## src/rtl/ftbc_pkg.sv

```systemverilog
// shared types and constants for the fractional tick bcd clock
// no dependencies; imported by every module of the block
package ftbc_pkg;

   // configuration register widths and reset values
   localparam int IncWidth      = 10;
   localparam int ThrWidth      = 16;
   localparam int AccWidth      = 17;
   localparam int CsrIndexWidth = 2;
   localparam int CsrDataWidth  = 16;
   localparam int DigitWidth    = 4;
   localparam int NumDigits     = 6;
   localparam int ReqDataWidth  = 8;
   localparam int RspDataWidth  = 40;

   localparam logic [IncWidth-1:0] IncReset = 10'd256;
   localparam logic [ThrWidth-1:0] ThrReset = 16'd1953;
   localparam logic [AccWidth-1:0] AccMax   = 17'h1FFFF;

   // register indexes on the csr channel
   typedef enum logic [CsrIndexWidth-1:0] {
      REG_OVERFLOW_INCREMENT = 2'd0,
      REG_TICKS_PER_SECOND   = 2'd1
   } reg_index_type;

   // one configuration write as seen by the accumulator
   typedef struct packed {
      logic                     write;
      logic [CsrIndexWidth-1:0] index;
      logic [CsrDataWidth-1:0]  data;
   } csr_write_type;

   typedef logic [DigitWidth-1:0] digit_type;

   // digit order in the cell row: seconds units first, hours tens last
   localparam int DigSecUnits  = 0;
   localparam int DigSecTens   = 1;
   localparam int DigMinUnits  = 2;
   localparam int DigMinTens   = 3;
   localparam int DigHourUnits = 4;
   localparam int DigHourTens  = 5;

   // largest value of each digit before it wraps
   localparam digit_type DigitMax [NumDigits] = '{
      4'd9, 4'd5, 4'd9, 4'd5, 4'd9, 4'd2
   };

   // time after reset: 12:03:00
   localparam digit_type DigitReset [NumDigits] = '{
      4'd0, 4'd0, 4'd3, 4'd0, 4'd2, 4'd1
   };

   // hours wrap from 23 to 00
   localparam digit_type HourTensLast  = 4'd2;
   localparam digit_type HourUnitsLast = 4'd3;

endpackage

```

## src/rtl/fractional_tick_bcd_clock.sv

```systemverilog
// top level of the fractional tick bcd clock
// depends on ftbc_pkg, ftbc_tick_accum and ftbc_digit_cell
//
// usage:
//   req channel: one request per main-loop pass, req_tdata[0] set when the
//   timer overflowed during that pass.
//   rsp channel: exactly one response per request, holding the clock digits,
//   the second pulse, the blink bit and the accumulator remainder after it.
//   csr channel: csr_index 0 writes overflow_increment, 1 ticks_per_second;
//   other indexes are dropped. always ready; write only while idle.
// timing and throughput:
//   the response appears in the cycle after its request is taken. one
//   request per cycle is sustained while rsp_tready holds: the accumulator
//   add-compare-subtract and the six-cell carry ripple are combinational.
// reset:
//   synchronous, active high. time returns to 12:03:00, blink to 1, the
//   accumulator to 0 and both registers to their defaults (256, 1953).
// stalls:
//   the response sits in an output register; while it is not taken, a new
//   request is only taken in the cycle the receiver takes the old one.
module fractional_tick_bcd_clock
   import ftbc_pkg::*;
(
   input  logic                     clock,
   input  logic                     reset,
   // request: [0] timer_overflow, [7:1] zero
   input  logic                     req_tvalid,
   output logic                     req_tready,
   input  logic [ReqDataWidth-1:0]  req_tdata,
   // response: [1:0] hour_tens, [5:2] hour_units, [8:6] minute_tens,
   // [12:9] minute_units, [15:13] second_tens, [19:16] second_units,
   // [20] second_pulse, [21] blink, [38:22] fraction_count, [39] zero
   output logic                     rsp_tvalid,
   input  logic                     rsp_tready,
   output logic [RspDataWidth-1:0]  rsp_tdata,
   // configuration writes
   input  logic                     csr_valid,
   output logic                     csr_ready,
   input  logic [CsrIndexWidth-1:0] csr_index,
   input  logic [CsrDataWidth-1:0]  csr_data
);

   logic                    accept;
   logic                    tick;
   logic [AccWidth-1:0]     acc_in;
   csr_write_type           csr_write;
   logic [NumDigits-1:0]    carry;
   logic                    hour_wrap;
   digit_type               digit_in [NumDigits];
   digit_type               digit_ff [NumDigits];
   logic                    blink_ff;
   logic                    blink_in;
   logic                    rsp_valid_ff;
   logic [RspDataWidth-1:0] rsp_data_ff;
   logic [RspDataWidth-1:0] rsp_data_in;

   // handshakes
   assign csr_ready  = 1'b1;
   assign req_tready = !rsp_valid_ff || rsp_tready;
   assign accept     = req_tvalid && req_tready;

   assign csr_write.write = csr_valid;
   assign csr_write.index = csr_index;
   assign csr_write.data  = csr_data;

   ftbc_tick_accum u_accum (
      .clock          (clock),
      .reset          (reset),
      .csr_write      (csr_write),
      .accept         (accept),
      .timer_overflow (req_tdata[0]),
      .tick           (tick),
      .acc_in         (acc_in)
   );

   // carry handed from each cell to the next one up
   always_comb begin
      carry[0] = accept && tick;
      for (int i = 1; i < NumDigits; i++) begin
         carry[i] = carry[i-1] && (digit_ff[i-1] == DigitMax[i-1]);
      end
   end

   // 23:59:59 rolls to 00:00:00
   assign hour_wrap = carry[DigHourUnits]
                      && (digit_ff[DigHourTens] == HourTensLast)
                      && (digit_ff[DigHourUnits] == HourUnitsLast);

   for (genvar g = 0; g < NumDigits; g++) begin : g_cell
      ftbc_digit_cell u_cell (
         .clock       (clock),
         .reset       (reset),
         .reset_digit (DigitReset[g]),
         .max_digit   (DigitMax[g]),
         .step        (carry[g]),
         .clear       (hour_wrap && (g >= DigHourUnits)),
         .digit_in    (digit_in[g]),
         .digit_ff    (digit_ff[g])
      );
   end

   // blink flips once per second
   assign blink_in = blink_ff ^ carry[0];

   always_ff @(posedge clock) begin
      if (reset) begin
         blink_ff <= 1'b1;
      end else begin
         blink_ff <= blink_in;
      end
   end

   // response packing
   assign rsp_data_in = {1'b0,
                         acc_in,
                         blink_in,
                         tick,
                         digit_in[DigSecUnits],
                         digit_in[DigSecTens][2:0],
                         digit_in[DigMinUnits],
                         digit_in[DigMinTens][2:0],
                         digit_in[DigHourUnits],
                         digit_in[DigHourTens][1:0]};

   // output register
   always_ff @(posedge clock) begin
      if (reset) begin
         rsp_valid_ff <= 1'b0;
      end else if (accept) begin
         rsp_valid_ff <= 1'b1;
      end else if (rsp_tready) begin
         rsp_valid_ff <= 1'b0;
      end
   end

   always_ff @(posedge clock) begin
      if (accept) begin
         rsp_data_ff <= rsp_data_in;
      end
   end

   assign rsp_tvalid = rsp_valid_ff;
   assign rsp_tdata  = rsp_data_ff;

endmodule

```

## src/rtl/ftbc_digit_cell.sv

```systemverilog
// one bcd digit of the clock: holds the digit and steps it on a carry
// depends on ftbc_pkg
module ftbc_digit_cell
   import ftbc_pkg::*;
(
   input  logic      clock,
   input  logic      reset,
   input  digit_type reset_digit,
   input  digit_type max_digit,
   input  logic      step,
   input  logic      clear,
   output digit_type digit_in,
   output digit_type digit_ff
);

   // increment with wrap, clear overrides
   always_comb begin
      digit_in = digit_ff;
      if (clear) begin
         digit_in = '0;
      end else if (step) begin
         if (digit_ff == max_digit) begin
            digit_in = '0;
         end else begin
            digit_in = digit_ff + digit_type'(1);
         end
      end
   end

   always_ff @(posedge clock) begin
      if (reset) begin
         digit_ff <= reset_digit;
      end else begin
         digit_ff <= digit_in;
      end
   end

endmodule

```

## src/rtl/ftbc_tick_accum.sv

```systemverilog
// fractional accumulator and its two configuration registers
// depends on ftbc_pkg
module ftbc_tick_accum
   import ftbc_pkg::*;
(
   input  logic                clock,
   input  logic                reset,
   input  csr_write_type       csr_write,
   input  logic                accept,
   input  logic                timer_overflow,
   output logic                tick,
   output logic [AccWidth-1:0] acc_in
);

   logic [IncWidth-1:0] inc_ff;
   logic [ThrWidth-1:0] thr_ff;
   logic [AccWidth-1:0] acc_ff;
   logic [AccWidth:0]   sum;
   logic [AccWidth-1:0] sat;

   // configuration registers, unknown indexes ignored
   always_ff @(posedge clock) begin
      if (reset) begin
         inc_ff <= IncReset;
         thr_ff <= ThrReset;
      end else if (csr_write.write) begin
         unique case (csr_write.index)
            REG_OVERFLOW_INCREMENT: inc_ff <= csr_write.data[IncWidth-1:0];
            REG_TICKS_PER_SECOND:   thr_ff <= csr_write.data[ThrWidth-1:0];
            default: ;
         endcase
      end
   end

   // saturating add on timer overflow, then one threshold compare and subtract
   always_comb begin
      sum = {1'b0, acc_ff} + (AccWidth+1)'(inc_ff);
      sat = acc_ff;
      if (timer_overflow) begin
         sat = sum[AccWidth] ? AccMax : sum[AccWidth-1:0];
      end
      tick   = (sat >= AccWidth'(thr_ff));
      acc_in = tick ? (sat - AccWidth'(thr_ff)) : sat;
   end

   always_ff @(posedge clock) begin
      if (reset) begin
         acc_ff <= '0;
      end else if (accept) begin
         acc_ff <= acc_in;
      end
   end

endmodule
```

## config.mk

```make
export PLATFORM = sky130hd
export DESIGN_NAME = fractional_tick_bcd_clock
export DESIGN_NICKNAME = d
export VERILOG_FILES = /design/src/rtl/ftbc_pkg.sv /design/src/rtl/fractional_tick_bcd_clock.sv /design/src/rtl/ftbc_digit_cell.sv /design/src/rtl/ftbc_tick_accum.sv
export SDC_FILE = /design/constraint.sdc
export NUM_CORES = 1
export LEC_CHECK = 0
export BUFFER_PORTS_ARGS = -buffer_cell sky130_fd_sc_hd__buf_2
export CORE_ASPECT_RATIO = 0.5
export CORE_MARGIN = 2
export CORE_UTILIZATION = 50
export DETAILED_ROUTE_END_ITERATION = 8
export PLACE_DENSITY = 0.73
export SKIP_LAST_GASP = 1
export SLEW_MARGIN = 20
export SYNTH_ARGS = -nofsm -noshare
export SYNTH_HDL_FRONTEND = slang
export SYNTH_SLANG_ARGS = --single-unit
```

## constraint.sdc

```tcl
create_clock -name clock -period 4.7 [get_ports clock]
set_input_delay 0.94 -clock clock [delete_from_list [all_inputs] [get_ports clock]]
set_output_delay 0.94 -clock clock [all_outputs]
set_load 0.03 [all_outputs]
```

# [After elaboration in Yosys (flattened, before gate mapping)]
# Index checks and enable logic that the tools add are counted.
[totals] reg_bits=108 in_bits=31 output_inout_bits=43 elab_cells=68
[classes] addsub=8 n_lt_le_gt_ge=1 eq_ne=8 muxes=19 bitwise_logic=1 n_reduce_logical=16
[ops] cell="17-bit two-way mux" count=3
[ops] cell="4-bit two-way mux" count=10
[ops] cell="4-bit by 1-bit adder with 4-bit output, second input constant" count=6
[ops] cell="17-bit by 10-bit adder with 18-bit output" count=1
[ops] cell="17-bit by 16-bit greater-or-equal comparator with 1-bit output" count=1
[ops] cell="17-bit by 16-bit subtractor with 17-bit output" count=1
[ops] cell="4-bit equality test, second input constant" count=3
[ops] cell="1-bit logical AND" count=9
[ops] cell="4-bit by 2-bit equality test with 1-bit output, second input constant" count=2
[ops] cell="4-bit by 3-bit equality test with 1-bit output, second input constant" count=2
[ops] cell="3-bit two-way mux" count=2
[ops] cell="2-bit two-way mux" count=2
[ops] cell="2-bit AND reduction" count=2
[ops] cell="2-bit by 1-bit equality test with 1-bit output, second input constant" count=1
[ops] cell="2-bit zero test" count=1
[ops] cell="1-bit two-way mux" count=2
[ops] cell="2-bit nonzero test" count=1
[ops] cell="2-bit OR reduction" count=1
[ops] cell="1-bit zero test" count=1
[ops] cell="1-bit logical OR" count=1
[ops] cell="1-bit bitwise XOR" count=1

# [Depth between registers and ports, before layout]
# Gate-level depths: netlist of the first run.
[logic_depth] word_depth=12 ltp_mapped=18

# [Cells and area by module]
# Synthesis of the first run repeated with hierarchy kept, for this count alone.
[unflattened] hier_cells=683 area_unflattened_um2=6522.5
[modules_own_cells] mod="ftbc_tick_accum" n_inst=1 cells_per_inst=424 area_each_um2=3417.0 seq_area_each_um2=860.8
[modules_own_cells] mod="ftbc_digit_cell" n_inst=6 cells_per_inst=31 area_each_um2=276.5 seq_area_each_um2=80.1
[modules_own_cells] mod="fractional_tick_bcd_clock" n_inst=1 cells_per_inst=73 area_each_um2=1446.4 seq_area_each_um2=1211.2

# [Least setup slack after synthesis of the first run]
# Ideal clock, no wire load.
[synth_path] path_kind="reg-to-reg" startpoint="register u_accum.acc_ff[3]" endpoint="register rsp_data_ff[19], in the netlist rsp_tdata[19] (data pin)" t_arrival_ns=4.343 path_slack_ns=0.095 path_stages_with_launch=19 path_buffers=3 path_cell_list="dfxtp_1 > ha_1 > and3_1 > o2bb2ai_1 > o41ai_1 > a21o_1 > clkbuf_1 > a31oi_1 > ha_1 > a21o_1 > a31o_2 > or4_4 > o211a_4 > nor4_4 > inv_2 > buf_6 > buf_2 > a22oi_1 > nand2_1"
[synth_rtl] item="from (decl)" line_no="ftbc_tick_accum.sv:17" source="logic [AccWidth-1:0] acc_ff;"
[synth_rtl] item="from (signal assigned)" line_no="ftbc_tick_accum.sv:50" source="acc_ff <= acc_in;"
[synth_rtl] item="to (signal assigned)" line_no="fractional_tick_bcd_clock.sv:138" source="rsp_data_ff <= rsp_data_in;"
[synth_rtl] item="to (decl)" line_no="fractional_tick_bcd_clock.sv:54" source="logic [RspDataWidth-1:0] rsp_data_ff;"

# [Worst setup path after layout of the first run]
[layout_path] startpoint="register u_accum.inc_ff[0]" endpoint="register u_accum.acc_ff[1]"
[layout_between] elab_chain_cells=5
[layout_rtl] item="from (decl)" line_no="ftbc_tick_accum.sv:15" source="logic [IncWidth-1:0] inc_ff;"
[layout_rtl] item="from (signal assigned)" line_no="ftbc_tick_accum.sv:24" source="inc_ff <= IncReset;"
[layout_rtl] item="from (signal assigned)" line_no="ftbc_tick_accum.sv:28" source="REG_OVERFLOW_INCREMENT: inc_ff <= csr_write.data[IncWidth-1:0];"
[layout_rtl] item="17-bit by 10-bit adder with 18-bit output (*)" line_no="ftbc_tick_accum.sv:37" source="sum = {1'b0, acc_ff} + (AccWidth+1)'(inc_ff);"
[layout_rtl] item="17-bit two-way mux (*)" line_no="ftbc_tick_accum.sv:40" source="sat = sum[AccWidth] ? AccMax : sum[AccWidth-1:0];"
[layout_rtl] item="17-bit two-way mux (*)" line_no="ftbc_tick_accum.sv:39" source="if (timer_overflow) begin"
[layout_rtl] item="17-bit by 16-bit subtractor with 17-bit output or 17-bit by 16-bit greater-or-equal comparator with 1-bit output (tied branches)" line_no="ftbc_tick_accum.sv:43, ftbc_tick_accum.sv:42"
[layout_rtl] item="17-bit two-way mux (*)" line_no="ftbc_tick_accum.sv:43" source="acc_in = tick ? (sat - AccWidth'(thr_ff)) : sat;"
[layout_rtl] item="named net acc_in[1]" line_no="fractional_tick_bcd_clock.sv:45" source="logic [AccWidth-1:0] acc_in;"
# Mark *: on every way through the listed nets, which the timed path passes. The rest lies on a longest branch.
# A chain may end at the register's enable or synchronous reset.

==> impl_metrics.py, run 1 <==
metrics = {
    "routing": {
        "drc": 0,
        "via_per_inst": 5.88,
        "wl_um": 14600,
        "wl_per_cell_um": 16.1,
        "ant_nets": 0,
        "drt_pass1_iterations": 5,
        "vias": 5342,
        "drt_iter0_drc": 508,
    },
    "setup_path": {
        "crit_family": "simple AND/OR/NAND/NOR gates",
        "path_cells": "ha_4 > fa_2 > a211oi_2 > buf_4 > o211ai_1 > and3_1 > xnor2_1 > nand2_1 > ha_1 > a21o_1 > or4_4 > o211a_4 > nor4_4 > buf_4 > buf_4 > mux2_2 > o21ba_2",
        "crit_path_end_kind": "flop",
        "r2r_slack_ns": 0.11,
        "crit_path_top_delay_cell": "or4_4",
        "crit_path_start": "u_accum.inc_ff[0]",
        "worstReg2RegStart": "u_accum.inc_ff[0]",
        "path_common_cell": "buf_4",
        "cp-start-kind": "flop",
        "critPathMaxFanout": 5,
        "arrival_ns": 4.83,
        "crit_type": "flop to flop",
        "critPathBufInv": 3,
        "cpPeakStageDelay_ns": 0.50,
        "cp.required_ns": 4.94,
    },
    "yosys": {
        "ys_warn_count": 0,
        "syn_area_mm2": 0.00608,
        "synth_cells": 666,
        "synth_enable_flop_cells": 39,
        "synthTopCellsByArea": "dfxtp_1 (23%), edfxtp_1 (19%), ha_1 (5.3%)",
        "avgSynthCellArea_um2": 9.13,
        "synth_top_area_cell": "dfxtp_1",
        "post-synth-top-area-fraction": 0.227,
        "synthSimpleGateAreaFrac": 0.197,
        "ys_ff_latch": 108,
        "synth_fa_ha_area_frac": 0.0601,
        "synth_top_family_by_area": "compound AO/OA/AOI/OAI gates",
        "synth.area.mux_share": 0.0364,
        "ys_async_sr_fraction": 0,
        "synthesis.nets": 725,
        "synthXorXnorAreaFrac": 0.0360,
        "synthFlopType": "dfxtp_1",
        "synth_compound_area_frac": 0.205,
        "ys_seq_area_frac": 0.420,
        "yosysUniqueCellTypes": 69,
    },
    "power_and_ir_drop": {
        "netSwitchingFraction": 0.342,
        "p_sw_uw": 926,
        "powerDensity_mw_per_mm2": 384,
        "vdd_ir_drop_max_uv": 186,
        "p_leak_nw": 2.86,
        "p_clk_frac": 0.265,
        "finalPower_mw": 2.71,
        "intPower_mw": 1.78,
        "pwr-share-comb": 0.319,
        "power.share.sequential": 0.416,
    },
    "sta": {
        "hold_viol": 0,
        "fin_crit_sh": 0.976,
        "relSlewSlack": 0.370,
        "setup_ws_ns": 0.111,
        "drv_slew": 0,
        "min_period_ns": 4.59,
        "finalSetupTns_ns": 0,
        "hold-worst-slack_ns": 0.458,
        "setup_viol": 0,
        "worst_pin_slew_ns": 0.943,
        "fmaxAchievable_mhz": 218,
        "clock_skew_ns": 0.00940,
    },
    "grt": {
        "grt_pass1_vias": 4604,
        "use_met3": 0.0429,
        "use_met2": 0.362,
        "grt_busiest_layer": "met2",
        "grt_pass1_wl_um": 22900,
        "antenna_found_initial": 0,
        "grt_use_met1": 0.300,
        "grt_overflow": 0,
        "grt_max_degree": 53,
        "track_usage": 0.221,
    },
    "worst_hold_path": {
        "min_path_type": "flop to flop",
        "hold_start": "u_accum.thr_ff[3]",
    },
    "cts": {
        "cts_buffer_depth": 2,
        "cts_buffers": 9,
        "cts-root-buf": "clkbuf_16",
        "cts.clk_slew.worst_paths_ns": 0.07,
        "postCtsHoldBufs": 0,
        "clock_latency_ns": 0.35,
        "cts_tree": "done",
        "clock_sinks": 108,
        "cts_max_level": 3,
    },
    "die": {
        "fp.dieW_um": 160,
        "ios": 74,
        "dieArea_mm2": 0.0131,
        "initial_core_util": 0.514,
        "floorplan.core_area_mm2": 0.0118,
        "row_count": 28,
        "die_y_um": 82.0,
    },
    "finish": {
        "final_cell_mix": "nand2_1 (79), dfxtp_1 (67), buf_2 (64)",
        "num_antenna_cells": 0,
        "fin_nets": 798,
        "final_common_cell": "nand2_1",
        "area_growth_pct": 16.2,
        "fill_cells": 1061,
        "multi_input_area_mm2": 0.00333,
        "drive_above_1_share": 0.204,
        "area.sequential_mm2": 0.00255,
    },
    "placed_design": {
        "dpl.hpwl_um": 10100,
        "place_ws_ns": 0.000122,
        "portBuffers": 64,
        "gp_congestion": 0.926,
    },
    "job": {
        "drv_cap": 0,
    },
    "run_status": {
        "outcome": "complete, no violations",
    },
}
layout make-up:
| type | count | area share |
|---|---|---|
| sequential | 108 | 0.362 |
| timing repair buffer | 89 | 0.0742 |
| timing repair inverter | 1 | 0.000708 |
| inverter | 40 | 0.0232 |
| clock inverter | 5 | 0.00531 |
| tap | 165 | 0.0292 |
| clock buffer | 11 | 0.0344 |
| multi-input combinational | 490 | 0.471 |
flip-flops by register name, summed over array words and instances, names as in the netlist:
register,flops
blink_ff,1
g_cell.u_cell.digit_ff,24
rsp_tdata,39
rsp_tvalid,1
u_accum.acc_ff,17
u_accum.inc_ff,10
u_accum.thr_ff,16
cells in the mapped netlist, types with 6 or more instances:
master and count:
ha_1 26, o211ai_1 10, a21o_1 10, o21ai_0 39, nand2_1 79, mux2_2 9
clkbuf_1 19, a31oi_1 22, mux2i_1 12, dfxtp_1 69, o21ba_2 6, xnor2_1 14
o31ai_1 14, nor2b_1 9, and2_1 7, nor2_1 40, xor2_1 11, nand3_1 15
edfxtp_1 39, inv_1 39, nand4_1 15, nor3_1 10, nand2b_1 10, a21oi_1 45
per-layer routing:
layer	wire length, µm	vias up
met5	0	-
met4	193	0
met3	930	17
met2	6670	181
met1	6850	2538
li1	-	2606
through the flow:
step / utilization / std cells / area (µm²)
2_1_floorplan: - / 666 / 6080
3_3_place_gp: 0.563 / 889 / 6670
3_5_place_dp: 0.563 / 889 / 6670
4_1_cts: 0.587 / 905 / 6950
5_1_grt: 0.597 / 909 / 7060
6_report: 0.597 / 909 / 7060
path summary, 6_finish.rpt:
kind / cells after the start / to
worst max-delay path: 17 / u_accum.acc_ff[1]
worst min-delay path: 2 / u_accum.thr_ff[3]
worst max register to register: 17 / u_accum.acc_ff[1]
worst min register to register: 2 / u_accum.thr_ff[3]
worst reg2reg max path, delay by kind of cell, from the launching register on:
| kind | cells | cell delay (ns) |
|---|---|---|
| AND/OR/NAND/NOR | 4 | 1.15 |
| AO/OA/AOI/OAI | 5 | 1.11 |
| adder cells (fa/ha/maj) | 3 | 0.92 |
| buffers and inverters | 3 | 0.47 |
| flip-flops | 1 | 0.34 |
| multiplexers | 1 | 0.34 |
| XOR/XNOR | 1 | 0.16 |
logic make-up after synthesis:
family | count (synthesis)
compound gates | 187
xor+xnor | 25
fa+ha+maj | 28
buf+inv | 68
flops | 108
mux | 21
other cells | 2
simple gates | 227
power by group through the flow:
stage                     Combinational (mW)  Clock (mW)  Sequential (mW)
after floorplan                        0.507           0             1.24
after global placement                 0.803           0             1.14
after detailed placement               0.811           0             1.14
after CTS                              0.821       0.727             1.13
after global routing                   0.936       0.765             1.14
final                                  0.865       0.718             1.13
what timing repair did:
action / 4_1_cts / 5_1_grt
endpoints found under the hold margin: 0 / 0
buffers inserted: 0 / 3
cloned: 0 / 1
resized for setup: 1 / 18
pin swaps: 0 / 14
setup endpoints to repair: 1 / 62
No activity file was read; power rests on OpenSTA's default activity.
==> inputs of run 2 (changes only) <==
--- a/config.mk
+++ b/config.mk
@@ -5,6 +5,7 @@
 export SDC_FILE = /design/constraint.sdc
 export NUM_CORES = 1
 export LEC_CHECK = 0
+export ABC_AREA = 1
 export BUFFER_PORTS_ARGS = -buffer_cell sky130_fd_sc_hd__buf_2
 export CORE_ASPECT_RATIO = 0.5
 export CORE_MARGIN = 2
==> impl_metrics.py, run 2 <==
metrics = {
    "sta": {
        "setup_viol": 0,
        "fin_crit_sh": 0.924,
        "worst_pin_slew_ns": 1.02,
        "min_period_ns": 4.35,
        "rsz0062_at_grt": "false",
        "fmaxAchievable_mhz": 230,
        "relSlewSlack": 0.319,
        "clock_skew_ns": 0.00803,
        "finalSetupTns_ns": 0,
        "drv_slew": 0,
        "hold_viol": 0,
        "setup_ws_ns": 0.355,
    },
    "die": {
        "fp.dieW_um": 158,
        "row_count": 27,
        "initial_core_util": 0.524,
        "floorplan.core_area_mm2": 0.0112,
        "dieArea_mm2": 0.0127,
        "ios": 74,
        "die_y_um": 80.8,
    },
    "setup_path": {
        "cp.required_ns": 4.81,
        "crit_family": "simple AND/OR/NAND/NOR gates",
        "arrival_ns": 4.45,
        "cpPeakStageDelay_ns": 0.43,
        "critPathBufInv": 2,
        "cp-start-kind": "flop",
        "critPathMaxFanout": 7,
        "path_cells": "ha_4 > nand2_1 > nand2_1 > nand2_1 > nand3_2 > inv_1 > nor2_1 > nor2_1 > o22ai_2 > nand2_1 > nor2_4 > o21ai_1 > inv_1 > ha_2 > nand2_1 > nor2_2 > nand4_1 > nor4_2 > nor2_1 > nand3_4 > nand4_4 > nor2_8 > nand4_1 > and3_1",
        "crit_path_end_kind": "flop",
        "crit_path_top_delay_cell": "dfxtp_1",
        "crit_type": "flop to flop",
        "path_common_cell": "nand2_1",
    },
    "cts": {
        "clock_sinks": 108,
        "cts_buffer_depth": 2,
        "cts_max_level": 3,
        "cts_buffers": 9,
        "cts_tree": "done",
        "cts.clk_slew.worst_paths_ns": 0.07,
        "cts-root-buf": "clkbuf_16",
        "postCtsHoldBufs": 0,
        "clock_latency_ns": 0.35,
    },
    "finish": {
        "fill_cells": 1022,
        "area.sequential_mm2": 0.00255,
        "area_growth_pct": 15.1,
        "multi_input_area_mm2": 0.00294,
        "final_cell_mix": "nand2_1 (142), inv_1 (106), nor2_1 (89)",
        "num_antenna_cells": 0,
        "fin_cells": 984,
        "fin_nets": 879,
        "largest_reg_flops": 39,
        "fin_area_mm2": 0.00679,
        "final_common_cell": "nand2_1",
        "drive_above_1_share": 0.165,
    },
    "routing": {
        "wl_um": 13000,
        "ant_nets": 0,
        "via_per_inst": 5.07,
        "drt_iter0_drc": 313,
        "vias": 4988,
        "wl_per_cell_um": 13.2,
        "drt_pass1_iterations": 4,
        "drc": 0,
    },
    "yosys": {
        "synth_enable_flop_cells": 39,
        "synthTopCellsByArea": "dfxtp_1 (23%), edfxtp_1 (20%), nand2_1 (9.1%)",
        "ys_warn_count": 0,
        "avgSynthCellArea_um2": 7.79,
        "ys_async_sr_fraction": 0,
        "synthFlopType": "dfxtp_1",
        "synth_top_area_cell": "dfxtp_1",
        "ys_seq_area_frac": 0.433,
        "post-synth-top-area-fraction": 0.234,
        "ys_ff_latch": 108,
        "synthTopCellsByCount": "nand2_1 (143), inv_1 (107), nor2_1 (91)",
        "yosysMostFrequentCell": "nand2_1",
        "yosysUniqueCellTypes": 44,
        "synth_cells": 757,
        "synthesis.nets": 816,
        "syn_area_mm2": 0.00590,
    },
    "placed_design": {
        "gp_congestion": 0.887,
        "placed_cells": 962,
        "postPlaceCellArea_mm2": 0.00633,
        "dpl.hpwl_um": 9400,
        "place_ws_ns": 0.162,
        "portBuffers": 64,
    },
    "grt": {
        "grt_pass1_vias": 4424,
        "antenna_found_initial": 1,
        "track_usage": 0.212,
        "grt_max_degree": 45,
        "grt_overflow": 0,
        "grt_pass1_wl_um": 21000,
    },
    "power_and_ir_drop": {
        "p_leak_nw": 3.16,
        "intPower_mw": 1.73,
        "powerDensity_mw_per_mm2": 390,
        "vdd_ir_drop_max_uv": 174,
        "pwr-share-comb": 0.303,
        "netSwitchingFraction": 0.349,
        "p_sw_uw": 923,
        "p_clk_frac": 0.271,
        "power.share.sequential": 0.426,
    },
    "job": {
        "drv_cap": 0,
    },
    "worst_hold_path": {
        "min_path_type": "flop to flop",
    },
    "run_status": {
        "outcome": "complete, no violations",
    },
}
==> run 2: cell types whose count changed after synthesis, sizes merged, moves of 10 or more <==
| cell | previous run | this run |
|---|---|---|
| a21o | 10 | 0 |
| nand2b | 10 | 0 |
| o22ai | 1 | 12 |
| nor2 | 40 | 96 |
| o21ai | 39 | 65 |
| a31oi | 22 | 3 |
| mux2i | 12 | 1 |
| nand3 | 16 | 42 |
| nand2 | 79 | 146 |
| o31ai | 14 | 0 |
| inv | 40 | 114 |
==> run 2: final cells by class <==
class                   instances  area share
clock buffers                  12      0.0363
clock inverters                 4     0.00461
inverters                     116      0.0642
multi-input cells             513       0.433
flip-flops and latches        108       0.376
well taps                     159      0.0293
repair buffers                 72      0.0566
==> run 2: kinds of logic after synthesis <==
kind of cell | share of synthesized area
compound gates | 0.125
xor+xnor | 0.0446
fa+ha+maj | 0.0620
buf+inv | 0.0927
flops | 0.433
mux | 0.00170
other cells | 0.00127
simple gates | 0.240
==> run 2: power by group through the flow <==
stage | Sequential, mW | Combinational, mW | Clock [mW]
after floorplan | 1.25 | 0.473 | 0
after global placement | 1.15 | 0.747 | 0
after detailed placement | 1.15 | 0.761 | 0
after CTS | 1.13 | 0.763 | 0.735
after global routing | 1.14 | 0.894 | 0.771
final | 1.13 | 0.802 | 0.718
==> run 2: worst min-delay path: stages, from the launching register on <==
cell	delay [ns]
dfxtp_1	0.30
inv_1	0.07
a21oi_1	0.06
==> run 2: through the flow <==
| stage | util | power [mW] | hold slack (ns) |
|---|---|---|---|
| 3_5_place_dp | 0.562 | 1.91 | 0.456 |
| 5_1_grt | 0.603 | 2.80 | 0.511 |
| 2_1_floorplan | - | 1.72 | 0.435 |
| 4_1_cts | 0.587 | 2.63 | 0.469 |
| 3_3_place_gp | 0.562 | 1.89 | 0.453 |
| 6_report | 0.603 | 2.65 | 0.466 |
==> run 2: repair_timing <==
action | in CTS | in global routing
setup buffers | 0 | 5
gates resized for setup | 0 | 23
setup endpoints to repair | 0 | 51
==> run 2: layer usage <==
metal / vias up / wire length, µm / global-route usage
met1: 2249 / 6390 / 0.300
met5: - / 0 / 0
met3: 16 / 795 / 0.0491
met2: 130 / 5670 / 0.328
li1: 2593 / - / -
met4: 0 / 152 / 0.0573
==> run 2: worst paths after layout <==
kind / start / to / slack (ns) / cells past startpoint
worst min-delay path: u_accum.thr_ff[6] / u_accum.thr_ff[6] / 0.47 / 2
worst max register to register: u_accum.acc_ff[2] / rsp_tdata[4] / 0.35 / 24
worst min register to register: u_accum.thr_ff[6] / u_accum.thr_ff[6] / 0.47 / 2
worst max-delay path: u_accum.acc_ff[2] / rsp_tdata[4] / 0.35 / 24
==> inputs of run 3 (changes only) <==
--- a/config.mk
+++ b/config.mk
@@ -11,6 +11,7 @@
 export CORE_MARGIN = 2
 export CORE_UTILIZATION = 50
 export DETAILED_ROUTE_END_ITERATION = 8
+export GPL_TIMING_DRIVEN = 0
 export PLACE_DENSITY = 0.73
 export SKIP_LAST_GASP = 1
 export SLEW_MARGIN = 20
==> impl_metrics.py, run 3 (synthesis gave the netlist of run 2 again) <==
metrics = {
    "die": {
        "dieArea_mm2": 0.0127,
        "initial_core_util": 0.524,
        "floorplan.core_area_mm2": 0.0112,
        "ios": 74,
        "row_count": 27,
        "fp.dieW_um": 158,
        "die_y_um": 80.8,
    },
    "worst_hold_path": {
        "min_path_type": "flop to flop",
        "hold_start": "u_accum.thr_ff[2]",
        "min_to": "u_accum.thr_ff[2]",
        "whs_path_depth": 2,
    },
    "placed_design": {
        "dpl.hpwl_um": 10800,
        "portBuffers": 63,
        "gp_congestion": 0.914,
        "placed_cells": 981,
        "postPlaceCellArea_mm2": 0.00647,
    },
    "cts": {
        "cts_buffers": 9,
        "clock_sinks": 108,
        "cts_buffer_depth": 2,
        "cts_tree": "done",
        "cts-root-buf": "clkbuf_16",
        "cts_max_level": 3,
        "clock_latency_ns": 0.35,
        "cts.clk_slew.worst_paths_ns": 0.08,
    },
    "routing": {
        "wl_met3_um": 1090,
        "wl_met1_um": 6740,
        "vias": 5098,
        "wl_um": 14100,
        "wl_per_cell_um": 14.1,
        "via_per_inst": 5.11,
        "drt_iter0_drc": 257,
        "highest_layer": "met4",
        "wl_met2_um": 6150,
        "drc": 0,
        "drt_pass1_iterations": 5,
        "ant_nets": 0,
    },
    "setup_path": {
        "arrival_ns": 4.46,
        "worstReg2RegEnd": "rsp_tdata[15]",
        "r2r_cells": 25,
        "crit_path_end_kind": "flop",
        "path_common_cell": "nand2_1",
        "cpPeakStageDelay_ns": 0.42,
        "cp-start-kind": "flop",
        "crit_family": "simple AND/OR/NAND/NOR gates",
        "crit_path_top_delay_cell": "fa_1",
        "critPathMaxFanout": 10,
        "r2r_slack_ns": 0.34,
        "critPathBufInv": 2,
        "worstReg2RegStart": "u_accum.acc_ff[0]",
        "cp.required_ns": 4.80,
        "crit_type": "flop to flop",
    },
    "grt": {
        "track_usage": 0.235,
        "grt_max_degree": 21,
        "grt_pass1_vias": 4737,
        "grt_pass1_wl_um": 23000,
        "grt_overflow": 0,
        "antenna_found_initial": 0,
    },
    "sta": {
        "relSlewSlack": 0.532,
        "drv_slew": 0,
        "finalSetupTns_ns": 0,
        "hold_viol": 0,
        "min_period_ns": 4.36,
        "clock_skew_ns": 0.00836,
        "fmaxAchievable_mhz": 229,
        "fin_crit_sh": 0.928,
        "hold-worst-slack_ns": 0.472,
        "worst_pin_slew_ns": 0.702,
        "rsz0062_at_grt": "false",
        "setup_viol": 0,
    },
    "power_and_ir_drop": {
        "p_leak_nw": 3.22,
        "vdd_ir_drop_max_uv": 172,
        "pwr-share-comb": 0.289,
        "p_clk_frac": 0.314,
        "netSwitchingFraction": 0.340,
        "p_sw_uw": 970,
        "power.share.sequential": 0.397,
        "powerDensity_mw_per_mm2": 414,
        "intPower_mw": 1.88,
    },
    "finish": {
        "largest_reg_flops": 39,
        "fin_area_mm2": 0.00688,
        "final_cell_mix": "nand2_1 (143), inv_1 (107), nor2_1 (90)",
        "drive_above_1_share": 0.149,
        "fin_nets": 893,
        "area_growth_pct": 16.7,
        "final_common_cell": "nand2_1",
        "fin_cells": 998,
        "fill_cells": 1046,
        "num_antenna_cells": 0,
    },
    "run_status": {
        "outcome": "complete, no violations",
    },
    "job": {
        "drv_cap": 0,
    },
}
run 3: cell types whose count changed in the layout (fill, tap and decap cells not counted), sizes merged:
cell,delta
nor2,-1
buf,+1
clkbuf,+11
bufinv,+3
run 3: worst max-delay path by stage:
stage,from,to,slack (ns),cells past startpoint
after CTS,u_accum.acc_ff[0],rsp_tdata[1],0.12,24
final,u_accum.acc_ff[0],rsp_tdata[15],0.34,25
after floorplan,u_accum.acc_ff[0],rsp_tdata[4],0.94,24
after global routing,u_accum.acc_ff[2],rsp_tdata[1],0.04,26
after detailed placement,u_accum.acc_ff[0],rsp_tdata[1],0.14,25
after global placement,u_accum.acc_ff[0],rsp_tdata[1],0.20,25
run 3: power groups by stage:
stage / clock (mW) / sequential [mW] / combinational (mW)
after floorplan: 0 / 1.25 / 0.473
after global placement: 0 / 1.15 / 0.781
after detailed placement: 0 / 1.15 / 0.797
after CTS: 0.903 / 1.13 / 0.803
after global routing: 0.938 / 1.14 / 0.908
final: 0.895 / 1.13 / 0.822
run 3: per-stage QoR:
| stage | utilization | setup WS [ns] | total power, mW |
|---|---|---|---|
| 4_1_cts | 0.607 | 0.120 | 2.84 |
| 5_1_grt | 0.612 | 0.0350 | 2.99 |
| 2_1_floorplan | - | 0.942 | 1.72 |
| 6_report | 0.612 | 0.338 | 2.85 |
| 3_3_place_gp | 0.570 | 0.198 | 1.93 |
| 3_5_place_dp | 0.575 | 0.141 | 1.95 |
run 3: layer usage:
layer | vias up | GRT usage
met5 | - | 0
met1 | 2313 | 0.327
met2 | 142 | 0.383
li1 | 2632 | -
met3 | 11 | 0.0486
met4 | 0 | 0.0500
run 3: cell type report:
type,instances,area (µm²),area share
Clock inverter,7,133,0.0193
Sequential cell,108,2550,0.371
Timing Repair Buffer,66,378,0.0549
Tap cell,159,199,0.0289
Buffer,21,113,0.0164
Clock buffer,9,225,0.0327
Inverter,116,435,0.0633
Multi-Input combinational cell,512,2850,0.414
run 3: worst register-to-register path, stage by stage, from the launching register on:
cell and delay, ns:
dfxtp_1 0.35, ha_1 0.24, fa_1 0.42, nand3_1 0.10, nand3_1 0.15, a21oi_2 0.20, o21ai_0 0.15, nand2_1 0.09
nand3_1 0.07, nand2_1 0.09, inv_1 0.09, nand2_1 0.06, nand3_1 0.14, ha_1 0.39, a21oi_1 0.27, o21ai_0 0.13
a21oi_1 0.16, nand2_1 0.09, nand2_1 0.13, nand3_4 0.13, buf_8 0.18, nand3_4 0.08, nor2_4 0.05, nand2_2 0.08
xor2_1 0.21, nor2_1 0.07
run 3: repair_timing:
item | CTS | global route
hold buffers | 0 | 0
resized for setup | 0 | 9
hold endpoints to repair | 0 | 0
setup buffers | 0 | 1
setup endpoints to repair | 0 | 49
